<file path="src/design/lssr_pkg.sv">
package lssr_pkg;

    // Default build of the sensor line and the ADC sample set.
    localparam int PIXELS_DEF  = 128;
    localparam int SPP_DEF     = 8;
    localparam int SBITS_DEF   = 16;

    // Fixed port widths.
    localparam int SAMPLE_W    = 16;
    localparam int MAX_SAMPLES = 8;
    localparam int RIDX_W      = 7;
    localparam int REQ_W       = 2;
    localparam int CFG_W       = 8;

    localparam logic [CFG_W-1:0] END_WAIT_RST = 8'd2;

    typedef enum logic [REQ_W-1:0] {
        REQ_TICK = 2'd0,
        REQ_ADC  = 2'd1,
        REQ_READ = 2'd2
    } t_req;

    typedef enum logic [3:0] {
        PH_START     = 4'd0,
        PH_SI_UP     = 4'd1,
        PH_FCLK_UP   = 4'd2,
        PH_SI_DOWN   = 4'd3,
        PH_FCLK_DOWN = 4'd4,
        PH_WAIT_A    = 4'd5,
        PH_WAIT_B    = 4'd6,
        PH_CLK_UP    = 4'd7,
        PH_CLK_DOWN  = 4'd8,
        PH_END_WAIT  = 4'd9
    } t_phase;

    typedef enum logic [1:0] {
        CTL_IDLE     = 2'd0,
        CTL_MEAN_MUL = 2'd1,
        CTL_MEAN_WR  = 2'd2,
        CTL_READ     = 2'd3
    } t_ctl;

    // Sensor pin levels and tick pulses as they stand after the current beat.
    typedef struct packed {
        logic si;
        logic clk;
        logic adc_start;
        logic frame_done;
    } t_pins;

endpackage

</file>
<file path="src/design/lssr_seq.sv">
module lssr_seq #(
    parameter int PIXELS = lssr_pkg::PIXELS_DEF
) (
    input  logic                      i_clk,
    input  logic                      i_rst_n,
    input  logic                      i_tick,
    input  logic                      i_cfg_we,
    input  logic [lssr_pkg::CFG_W-1:0] i_cfg_data,
    output lssr_pkg::t_pins           o_pins,
    output logic                      o_pos_active,
    output logic [$clog2(PIXELS)-1:0] o_pos_idx
);
    import lssr_pkg::*;

    localparam int IDX_W = $clog2(PIXELS);
    localparam int POS_W = $clog2(PIXELS + 1);
    localparam logic [POS_W-1:0] POS_END = POS_W'(PIXELS);

    t_phase             r_phase, n_phase;
    logic               r_pos_none, n_pos_none;
    logic [POS_W-1:0]   r_pos, n_pos;
    logic [CFG_W-1:0]   r_wait_cnt, n_wait_cnt;
    logic [CFG_W-1:0]   r_end_wait;
    logic               r_si, n_si;
    logic               r_clk, n_clk;
    logic               w_adc, w_done;
    logic [POS_W-1:0]   w_pos_inc;
    logic               w_pos_end;
    logic [CFG_W-1:0]   w_wait_inc;
    logic               w_wait_over;

    // Leaving the "no pixel" position lands on pixel zero.
    assign w_pos_inc   = r_pos_none ? '0 : r_pos + POS_W'(1);
    assign w_pos_end   = (w_pos_inc >= POS_END);
    assign w_wait_inc  = r_wait_cnt + CFG_W'(1);
    assign w_wait_over = (w_wait_inc >= r_end_wait);

    always_comb begin
        n_phase = r_phase;
        if (i_tick) begin
            case (r_phase)
                PH_START:     n_phase = PH_SI_UP;
                PH_SI_UP:     n_phase = PH_FCLK_UP;
                PH_FCLK_UP:   n_phase = PH_SI_DOWN;
                PH_SI_DOWN:   n_phase = PH_FCLK_DOWN;
                PH_FCLK_DOWN: n_phase = PH_WAIT_A;
                PH_WAIT_A:    n_phase = PH_WAIT_B;
                PH_WAIT_B:    n_phase = PH_CLK_UP;
                PH_CLK_UP:    n_phase = w_pos_end ? PH_END_WAIT : PH_CLK_DOWN;
                PH_CLK_DOWN:  n_phase = PH_CLK_UP;
                PH_END_WAIT:  n_phase = w_wait_over ? PH_START : PH_END_WAIT;
                default:      n_phase = r_phase;
            endcase
        end
    end

    always_comb begin
        n_si       = r_si;
        n_clk      = r_clk;
        n_pos_none = r_pos_none;
        n_pos      = r_pos;
        n_wait_cnt = r_wait_cnt;
        w_adc      = 1'b0;
        w_done     = 1'b0;
        if (i_tick) begin
            case (r_phase)
                PH_SI_UP:   n_si = 1'b1;
                PH_FCLK_UP: n_clk = 1'b1;
                PH_SI_DOWN: n_si = 1'b0;
                PH_FCLK_DOWN: begin
                    n_clk      = 1'b0;
                    n_pos_none = 1'b1;
                    n_wait_cnt = '0;
                end
                PH_CLK_UP: begin
                    n_pos_none = 1'b0;
                    n_pos      = w_pos_inc;
                    if (w_pos_end) begin
                        w_done = 1'b1;
                    end else begin
                        n_clk = 1'b1;
                    end
                end
                PH_CLK_DOWN: begin
                    w_adc = 1'b1;
                    n_clk = 1'b0;
                end
                PH_END_WAIT: n_wait_cnt = w_wait_over ? '0 : w_wait_inc;
                default: begin
                    n_si = r_si;
                end
            endcase
        end
    end

    always_ff @(posedge i_clk) begin
        if (!i_rst_n) begin
            r_phase    <= PH_START;
            r_pos_none <= 1'b1;
            r_pos      <= '0;
            r_wait_cnt <= '0;
            r_si       <= 1'b0;
            r_clk      <= 1'b0;
            r_end_wait <= END_WAIT_RST;
        end else begin
            r_phase    <= n_phase;
            r_pos_none <= n_pos_none;
            r_pos      <= n_pos;
            r_wait_cnt <= n_wait_cnt;
            r_si       <= n_si;
            r_clk      <= n_clk;
            if (i_cfg_we) begin
                r_end_wait <= i_cfg_data;
            end
        end
    end

    assign o_pins.si         = n_si;
    assign o_pins.clk        = n_clk;
    assign o_pins.adc_start  = w_adc;
    assign o_pins.frame_done = w_done;
    assign o_pos_active      = !r_pos_none && (r_pos < POS_END);
    assign o_pos_idx         = r_pos[IDX_W-1:0];

endmodule

</file>
<file path="src/design/lssr_mean.sv">
module lssr_mean #(
    parameter int SAMPLES_PER_PIXEL = lssr_pkg::SPP_DEF,
    parameter int SAMPLE_BITS       = lssr_pkg::SBITS_DEF
) (
    input  logic                         i_clk,
    input  logic                         i_load,
    input  logic [lssr_pkg::SAMPLE_W-1:0] i_samples [lssr_pkg::MAX_SAMPLES],
    output logic [SAMPLE_BITS-1:0]       o_mean
);
    import lssr_pkg::*;

    // Division by the sample count is a multiply by a rounded-up reciprocal,
    // exact for every sum that fits SUM_W bits.
    localparam int LOG_N   = $clog2(SAMPLES_PER_PIXEL);
    localparam int SUM_W   = SAMPLE_BITS + LOG_N;
    localparam int SHIFT   = SUM_W + LOG_N;
    localparam int RECIP_W = SUM_W + 1;
    localparam int PROD_W  = SUM_W + RECIP_W;
    localparam logic [RECIP_W-1:0] RECIP =
        RECIP_W'(((64'd1 << SHIFT) + SAMPLES_PER_PIXEL - 1) / SAMPLES_PER_PIXEL);

    logic [SUM_W-1:0]  n_sum, r_sum;
    logic [PROD_W-1:0] r_prod;

    always_comb begin
        n_sum = '0;
        for (int k = 0; k < SAMPLES_PER_PIXEL; k++) begin
            n_sum = n_sum + SUM_W'(i_samples[k][SAMPLE_BITS-1:0]);
        end
    end

    always_ff @(posedge i_clk) begin
        if (i_load) begin
            r_sum <= n_sum;
        end
        r_prod <= PROD_W'(r_sum) * PROD_W'(RECIP);
    end

    assign o_mean = r_prod[SHIFT +: SAMPLE_BITS];

endmodule

</file>
<file path="src/design/lssr_store.sv">
module lssr_store #(
    parameter int PIXELS      = lssr_pkg::PIXELS_DEF,
    parameter int SAMPLE_BITS = lssr_pkg::SBITS_DEF
) (
    input  logic                      i_clk,
    input  logic                      i_we,
    input  logic [$clog2(PIXELS)-1:0] i_waddr,
    input  logic [SAMPLE_BITS-1:0]    i_wdata,
    input  logic                      i_re,
    input  logic [$clog2(PIXELS)-1:0] i_raddr,
    output logic [SAMPLE_BITS-1:0]    o_rdata
);
    import lssr_pkg::*;

    logic [SAMPLE_BITS-1:0] r_mem [PIXELS];
    logic [SAMPLE_BITS-1:0] r_rdata;

    always_ff @(posedge i_clk) begin
        if (i_we) begin
            r_mem[i_waddr] <= i_wdata;
        end
    end

    always_ff @(posedge i_clk) begin
        if (i_re) begin
            r_rdata <= r_mem[i_raddr];
        end
    end

    assign o_rdata = r_rdata;

endmodule

</file>
<file path="src/design/line_scan_sensor_readout_unit.sv">
// Line scan sensor readout unit.
// Command channel: an item is taken at a rising edge with start high and busy
// low. A tick item steps the SI / pixel clock sequencer by one phase, an ADC
// item stores the truncated mean of its sample set at the active pixel, and a
// read item returns one stored pixel.
// Result channel: each accepted item yields exactly one result beat, shown for
// one cycle with o_valid high. The receiver cannot hold it off.
// Timing from the accepting edge to the result beat: ticks and unknown
// requests show it in the cycle after that edge; reads first pass the
// synchronous store read, and ADC items the sum stage, then the reciprocal
// multiply stage, then the store write. Throughput: ticks run one per cycle
// while busy is low; a read or ADC item holds busy until done. Configuration:
// the end-of-line wait count is written on its own valid/ready channel, always
// ready; the user must write it only while the unit is idle (not enforced).
// Reset puts the sequencer in its start phase with both pins low and no
// active pixel; the pixel store is not cleared and needs no clearing pass.
module line_scan_sensor_readout_unit #(
    parameter int PIXELS            = lssr_pkg::PIXELS_DEF,
    parameter int SAMPLES_PER_PIXEL = lssr_pkg::SPP_DEF,
    parameter int SAMPLE_BITS       = lssr_pkg::SBITS_DEF
) (
    input  logic                          i_clk,
    input  logic                          i_rst_n,
    input  logic                          start,
    output logic                          busy,
    input  logic [lssr_pkg::REQ_W-1:0]    i_req_type,
    input  logic [lssr_pkg::SAMPLE_W-1:0] i_sample_0,
    input  logic [lssr_pkg::SAMPLE_W-1:0] i_sample_1,
    input  logic [lssr_pkg::SAMPLE_W-1:0] i_sample_2,
    input  logic [lssr_pkg::SAMPLE_W-1:0] i_sample_3,
    input  logic [lssr_pkg::SAMPLE_W-1:0] i_sample_4,
    input  logic [lssr_pkg::SAMPLE_W-1:0] i_sample_5,
    input  logic [lssr_pkg::SAMPLE_W-1:0] i_sample_6,
    input  logic [lssr_pkg::SAMPLE_W-1:0] i_sample_7,
    input  logic [lssr_pkg::RIDX_W-1:0]   i_read_index,
    input  logic                          i_cfg_valid,
    output logic                          o_cfg_ready,
    input  logic [lssr_pkg::CFG_W-1:0]    i_cfg_data,
    output logic                          o_valid,
    output logic                          o_si_level,
    output logic                          o_clock_level,
    output logic                          o_adc_start,
    output logic                          o_frame_done,
    output logic [lssr_pkg::SAMPLE_W-1:0] o_pixel_value
);
    import lssr_pkg::*;

    localparam int IDX_W = $clog2(PIXELS);

    t_ctl                   r_state, n_state;
    logic                   w_accept;
    logic                   w_tick;
    logic                   w_mean_load;
    logic                   w_rd_en;
    logic                   w_emit;
    logic                   w_we;
    logic                   w_rd_oob;
    logic                   r_rd_oob;
    logic [SAMPLE_W-1:0]    n_pix;
    logic [SAMPLE_W-1:0]    w_samples [MAX_SAMPLES];
    logic [SAMPLE_BITS-1:0] w_mean;
    logic [SAMPLE_BITS-1:0] w_rdata;
    t_pins                  w_pins;
    logic                   w_pos_active;
    logic [IDX_W-1:0]       w_pos_idx;

    logic                   r_valid;
    t_pins                  r_pins;
    logic [SAMPLE_W-1:0]    r_pix;

    assign w_accept    = start && !busy;
    assign o_cfg_ready = 1'b1;

    assign w_samples[0] = i_sample_0;
    assign w_samples[1] = i_sample_1;
    assign w_samples[2] = i_sample_2;
    assign w_samples[3] = i_sample_3;
    assign w_samples[4] = i_sample_4;
    assign w_samples[5] = i_sample_5;
    assign w_samples[6] = i_sample_6;
    assign w_samples[7] = i_sample_7;

    // Reads past the end of a short line return zero.
    assign w_rd_oob = (int'(i_read_index) >= PIXELS);

    lssr_seq #(
        .PIXELS (PIXELS)
    ) u_seq (
        .i_clk        (i_clk),
        .i_rst_n      (i_rst_n),
        .i_tick       (w_tick),
        .i_cfg_we     (i_cfg_valid && o_cfg_ready),
        .i_cfg_data   (i_cfg_data),
        .o_pins       (w_pins),
        .o_pos_active (w_pos_active),
        .o_pos_idx    (w_pos_idx)
    );

    lssr_mean #(
        .SAMPLES_PER_PIXEL (SAMPLES_PER_PIXEL),
        .SAMPLE_BITS       (SAMPLE_BITS)
    ) u_mean (
        .i_clk     (i_clk),
        .i_load    (w_mean_load),
        .i_samples (w_samples),
        .o_mean    (w_mean)
    );

    lssr_store #(
        .PIXELS      (PIXELS),
        .SAMPLE_BITS (SAMPLE_BITS)
    ) u_store (
        .i_clk   (i_clk),
        .i_we    (w_we),
        .i_waddr (w_pos_idx),
        .i_wdata (w_mean),
        .i_re    (w_rd_en),
        .i_raddr (IDX_W'(i_read_index)),
        .o_rdata (w_rdata)
    );

    // Next state of the item controller.
    always_comb begin
        n_state = r_state;
        case (r_state)
            CTL_IDLE: begin
                if (w_accept) begin
                    case (i_req_type)
                        REQ_ADC:  n_state = CTL_MEAN_MUL;
                        REQ_READ: n_state = CTL_READ;
                        default:  n_state = CTL_IDLE;
                    endcase
                end
            end
            CTL_MEAN_MUL: n_state = CTL_MEAN_WR;
            CTL_MEAN_WR:  n_state = CTL_IDLE;
            CTL_READ:     n_state = CTL_IDLE;
            default:      n_state = CTL_IDLE;
        endcase
    end

    // Controller outputs. A write into the store happens in the last mean cycle
    // and only while a pixel is active; a later read is held off by busy, so
    // the store never sees a read and a write of one entry in flight together.
    always_comb begin
        busy        = (r_state != CTL_IDLE);
        w_tick      = w_accept && (i_req_type == REQ_TICK);
        w_mean_load = w_accept && (i_req_type == REQ_ADC);
        w_rd_en     = w_accept && (i_req_type == REQ_READ);
        w_emit      = 1'b0;
        w_we        = 1'b0;
        n_pix       = '0;
        case (r_state)
            CTL_IDLE: begin
                w_emit = w_accept && (i_req_type != REQ_ADC) && (i_req_type != REQ_READ);
            end
            CTL_MEAN_WR: begin
                w_emit = 1'b1;
                w_we   = w_pos_active;
            end
            CTL_READ: begin
                w_emit = 1'b1;
                n_pix  = r_rd_oob ? '0 : SAMPLE_W'(w_rdata);
            end
            default: begin
                w_emit = 1'b0;
            end
        endcase
    end

    always_ff @(posedge i_clk) begin
        if (!i_rst_n) begin
            r_state <= CTL_IDLE;
            r_valid <= 1'b0;
        end else begin
            r_state <= n_state;
            r_valid <= w_emit;
        end
    end

    // Result payload. Outside a tick the sequencer reports the held pin levels
    // with both pulses low, which is what reads and ADC beats carry.
    always_ff @(posedge i_clk) begin
        if (w_rd_en) begin
            r_rd_oob <= w_rd_oob;
        end
        if (w_emit) begin
            r_pins <= w_pins;
            r_pix  <= n_pix;
        end
    end

    assign o_valid       = r_valid;
    assign o_si_level    = r_pins.si;
    assign o_clock_level = r_pins.clk;
    assign o_adc_start   = r_pins.adc_start;
    assign o_frame_done  = r_pins.frame_done;
    assign o_pixel_value = r_pix;

    a_tick_beat: assert property (@(posedge i_clk) disable iff (!i_rst_n)
        (w_accept && (i_req_type == REQ_TICK)) |=> o_valid)
        else $error("tick item did not give a result beat on the next cycle");

    a_beat_idle: assert property (@(posedge i_clk) disable iff (!i_rst_n)
        o_valid |-> (r_state == CTL_IDLE))
        else $error("result beat shown while an item is still in progress");

    a_mean_beat: assert property (@(posedge i_clk) disable iff (!i_rst_n)
        (r_state == CTL_MEAN_MUL) |=> ((r_state == CTL_MEAN_WR) ##1 o_valid))
        else $error("ADC item did not finish with a result beat");

    a_pulse_clk_low: assert property (@(posedge i_clk) disable iff (!i_rst_n)
        (o_valid && (o_adc_start || o_frame_done)) |-> !o_clock_level)
        else $error("ADC start or frame done shown with the pixel clock high");

    a_write_idle_seq: assert property (@(posedge i_clk) disable iff (!i_rst_n)
        w_we |-> (!w_tick && busy))
        else $error("store written outside the mean write cycle");

endmodule
</file>
<file path="config.mk">
export PLATFORM = sky130hd
export DESIGN_NAME = line_scan_sensor_readout_unit
export DESIGN_NICKNAME = d
export VERILOG_FILES = /design/src/design/lssr_pkg.sv /design/src/design/lssr_seq.sv /design/src/design/lssr_mean.sv /design/src/design/lssr_store.sv /design/src/design/line_scan_sensor_readout_unit.sv
export SDC_FILE = /design/constraint.sdc
export NUM_CORES = 2
export LEC_CHECK = 0
export BUFFER_PORTS_ARGS = -buffer_cell sky130_fd_sc_hd__buf_2
export CAP_MARGIN = 10
export CORE_UTILIZATION = 57
export CTS_BUF_LIST = sky130_fd_sc_hd__clkbuf_8
export DETAILED_ROUTE_END_ITERATION = 12
export PLACE_DENSITY = 0.73
export SYNTH_ARGS = -nofsm -noshare
export SYNTH_HDL_FRONTEND = slang
export SYNTH_SLANG_ARGS = --single-unit
export TNS_END_PERCENT = 10
</file>
<file path="constraint.sdc">
create_clock -name i_clk -period 6.55 [get_ports i_clk]
set_clock_uncertainty 0.1 [all_clocks]
set_input_delay 0.3275 -clock i_clk [delete_from_list [all_inputs] [get_ports i_clk]]
set_output_delay 0.3275 -clock i_clk [all_outputs]
set_load 0.05 [all_outputs]
</file>
==> out/results.ini <==
[run_status]
status = finished, final reports clean

[floorplanning]
core_um2 = 148400
ios = 172
rows = 141
fp.dieW_um = 389.6
fp.dieH_um = 389.6
dieArea_um2 = 151800
start_util_pct = 57.73

[pwr]
p_int_uw = 23690
p_per_area_nw_per_um2 = 337.6
switching_power_uw = 8715
leakagePower_uw = 0.03189
p_sw_share_pct = 26.89
clock_power_share_pct = 30.1
ir_worst_vdd_v = 0.0002943
p_seq_share_pct = 55.3
finalPower_uw = 32410
combPwrFrac_pct = 14.5

[sta]
setup_violations = 0
fin_tns_setup_ns = 0
finalCritPeriodShare_pct = 82.18
finalHoldViolations = 0
slew_headroom_pct = 19.73
fmax_ghz = 0.1858
hold_slack_ns = 0.09537
rsz0062_at_grt = false
slew_viol_final = 0
period_minus_slack_ns = 5.383
worst_pin_slew_ns = 1.204

[layout]
fin_cells = 6923
finish.instance_area_um2 = 96010
final_common_cell = edfxtp_1
layout.nets = 4958
syn2layout_area_growth_pct = 12.10
drive_gt1_share_pct = 26.24
final_cell_mix = edfxtp_1 (2100), mux4_2 (498), clkbuf_8 (346), inv_1 (269), nor2_1 (208)

[clock_network]
cts-htree-levels = 5
cts-buffers-inserted = 343
cts_setup_buffers = 0
cts_tree = done
clock_latency_ns = 1.02
cts_sinks = 2150
clk_path_buf_depth = 4
root_buffer = clkbuf_8
clkTransAtPathRegs_ns = 0.05

[global_route]
grt_pass1_wl_um = 281400
antenna_found_initial = 11
met2_usage_pct = 37.40
grt.total_usage_pct = 25.59
grt_busiest_layer = met1
grt_max_degree = 112
overflow = 0
grt_pass1_vias = 42950
met3_usage_pct = 6.620
grtUsageMet1_pct = 37.58

[synthesis]
synthFlopType = edfxtp_1
ys_ff_latch = 2150
syn_area_per_cell_um2 = 20.74
synthCells = 4129
synthDistinctLibCells = 66
synth_edf_count = 2100
synth_fp_nets = 4406
netlist_area_um2 = 85650
synthArstFlopShare_pct = 0
ys_warn_count = 0
seq_area_frac_synth_pct = 74.80

[worst_setup_path]
cpMostUsedCell = fa_1
required_ns = 7.20
critPathLaunchType = input pin
startpoint = i_sample_0[1]
crit_end = u_mean.r_sum[12]
critical_path_class = in -> reg
cpPeakStageDelay_ns = 0.55
endpoint_kind = flip-flop
slowest_stage = dlygate4sd3_1
rrSetupSlack_ns = 3.04
worstReg2RegStart = r_state[1]
critPathBufInv = 4
rr_endpoint = u_store.r_mem[13][15]
cp_cell_sequence = buf_2 -> ha_1 -> a21oi_1 -> o211ai_1 -> o41a_1 -> a21o_1 -> a21oi_1 -> xnor2_1 -> fa_1 -> inv_1 -> fa_1 -> fa_1 -> inv_1 -> fa_1 -> ha_1 -> and2_1 -> nand4_1 -> o211ai_1 -> o31a_1 -> nor2_1 -> xnor2_1 -> dlygate4sd3_1
critPathTopFamily = adder cells
arrival_ns = 6.04
cp.depth = 22
path_max_fanout = 4
r2r_cells = 5

[drt]
first_iter_violations = 5404
vias_per_cell = 6.242
wl_per_cell_um = 27.71
wl_um = 191900
firstDrtPassIters = 6
ant_nets = 0
drt_drc_violations_left = 0
routed-via-count = 43210

[hold_path]
whs_path_depth = 5
hold_path_class = in -> reg

[place]
gp_congestion = 0.9278
dpl_cell_area_um2 = 89750
post-dp-hpwl_um = 114500
port_buffers = 170
place_inst = 6285

[job]
maxCapViolCount = 0

through the flow:
step           utilization [%]  worst slack, ns
3_3_place_gp             60.49           0.3430
2_1_floorplan                -            1.118
6_report                 64.71            1.167
3_5_place_dp             60.49           0.2533
5_1_grt                  64.70           0.9156
4_1_cts                  64.70            1.284
what timing repair did:
item,4_1_cts,5_1_grt
endpoints found under the hold margin,81,0
gates resized for setup,0,0
hold buffers,53,0
endpoints found under the setup margin,0,0
final cells by class:
| cell class | count | area (µm²) |
|---|---|---|
| diodes | 5 | 12.51 |
| clock buffers | 346 | 4762 |
| clock inverters | 234 | 950.9 |
| fillers | 9676 | 52360 |
| inverters | 140 | 525.5 |
| multi-input cells | 1625 | 20040 |
| flip-flops and latches | 2150 | 64120 |
| well taps | 2002 | 2505 |
| repair buffers | 421 | 3085 |
power groups by stage:
stage / Combinational, µW / Sequential, µW / Clock (µW)
global placement: 4270 / 18200 / 0
finish: 4700 / 17900 / 9770
CTS: 4670 / 17900 / 9960
floorplan: 2390 / 18500 / 0
detailed placement: 4450 / 18200 / 0
global route: 5130 / 18000 / 10600
worst register-to-register path, delay by kind of cell, from the launching register on:
kind / cells / cell delay [ns]
buf+inv: 2 / 0.56
flops: 1 / 0.61
simple gates: 3 / 1.94
cells by family after synthesis:
group,after synthesis,share of synthesized area [%]
mux,634,14.69
buf+inv,354,1.823
other cells,1,0.004378
simple gates,434,2.425
xor+xnor,37,0.3784
compound gates,391,3.331
fa+ha+maj,128,2.554
flops,2150,74.80
synthesized netlist by cell type, types with 47 or more instances:
cell type / count / share of area [%]
a211oi_1: 47 / 0.41
a21oi_1: 60 / 0.35
a22oi_1: 77 / 0.67
buf_2: 54 / 0.32
clkbuf_1: 94 / 0.41
dfxtp_1: 50 / 1.2
edfxtp_1: 2100 / 74
fa_1: 78 / 1.8
ha_1: 50 / 0.73
inv_1: 140 / 0.61
mux2i_1: 135 / 1.6
mux4_2: 498 / 13
nor2_1: 212 / 0.93
flip-flops by register name (all words and copies together), names as in the netlist:
signal	count
u_seq.r_clk	1
u_seq.r_pos_none	1
o_clock_level	1
u_mean.r_sum	16
o_frame_done	1
r_state	2
u_store.r_mem	2048
u_seq.r_pos	8
u_mean.r_prod	16
o_si_level	1
o_valid	1
u_seq.r_wait_cnt	8
u_store.o_rdata	16
o_pixel_value	16
u_seq.r_phase	4
u_seq.r_si	1
o_adc_start	1
u_seq.r_end_wait	8
routing by layer:
| metal | part of all wire (%) | up-vias |
|---|---|---|
| li1 | - | 18120 |
| met1 | 40 | 22300 |
| met2 | 46 | 2455 |
| met3 | 11 | 327 |
| met4 | 3.5 | 10 |
| met5 | 0.033 | - |
worst min-delay path by stage:
| stage | slack, ns | to | from |
|---|---|---|---|
| 2_1_floorplan | 0.22 | u_mean.r_prod[22] | u_mean.r_sum[3] |
| 3_3_place_gp | 0.22 | u_mean.r_prod[34] | u_mean.r_sum[15] |
| 3_5_place_dp | 0.23 | u_mean.r_prod[31] | u_mean.r_sum[12] |
| 4_1_cts | 0.006 | u_seq.r_phase[2] | i_req_type[0] |
| 5_1_grt | 0.09 | u_mean.r_sum[5] | i_sample_7[1] |
| 6_report | 0.1 | u_mean.r_sum[5] | i_sample_7[1] |
No activity file was read; power rests on OpenSTA's default activity.
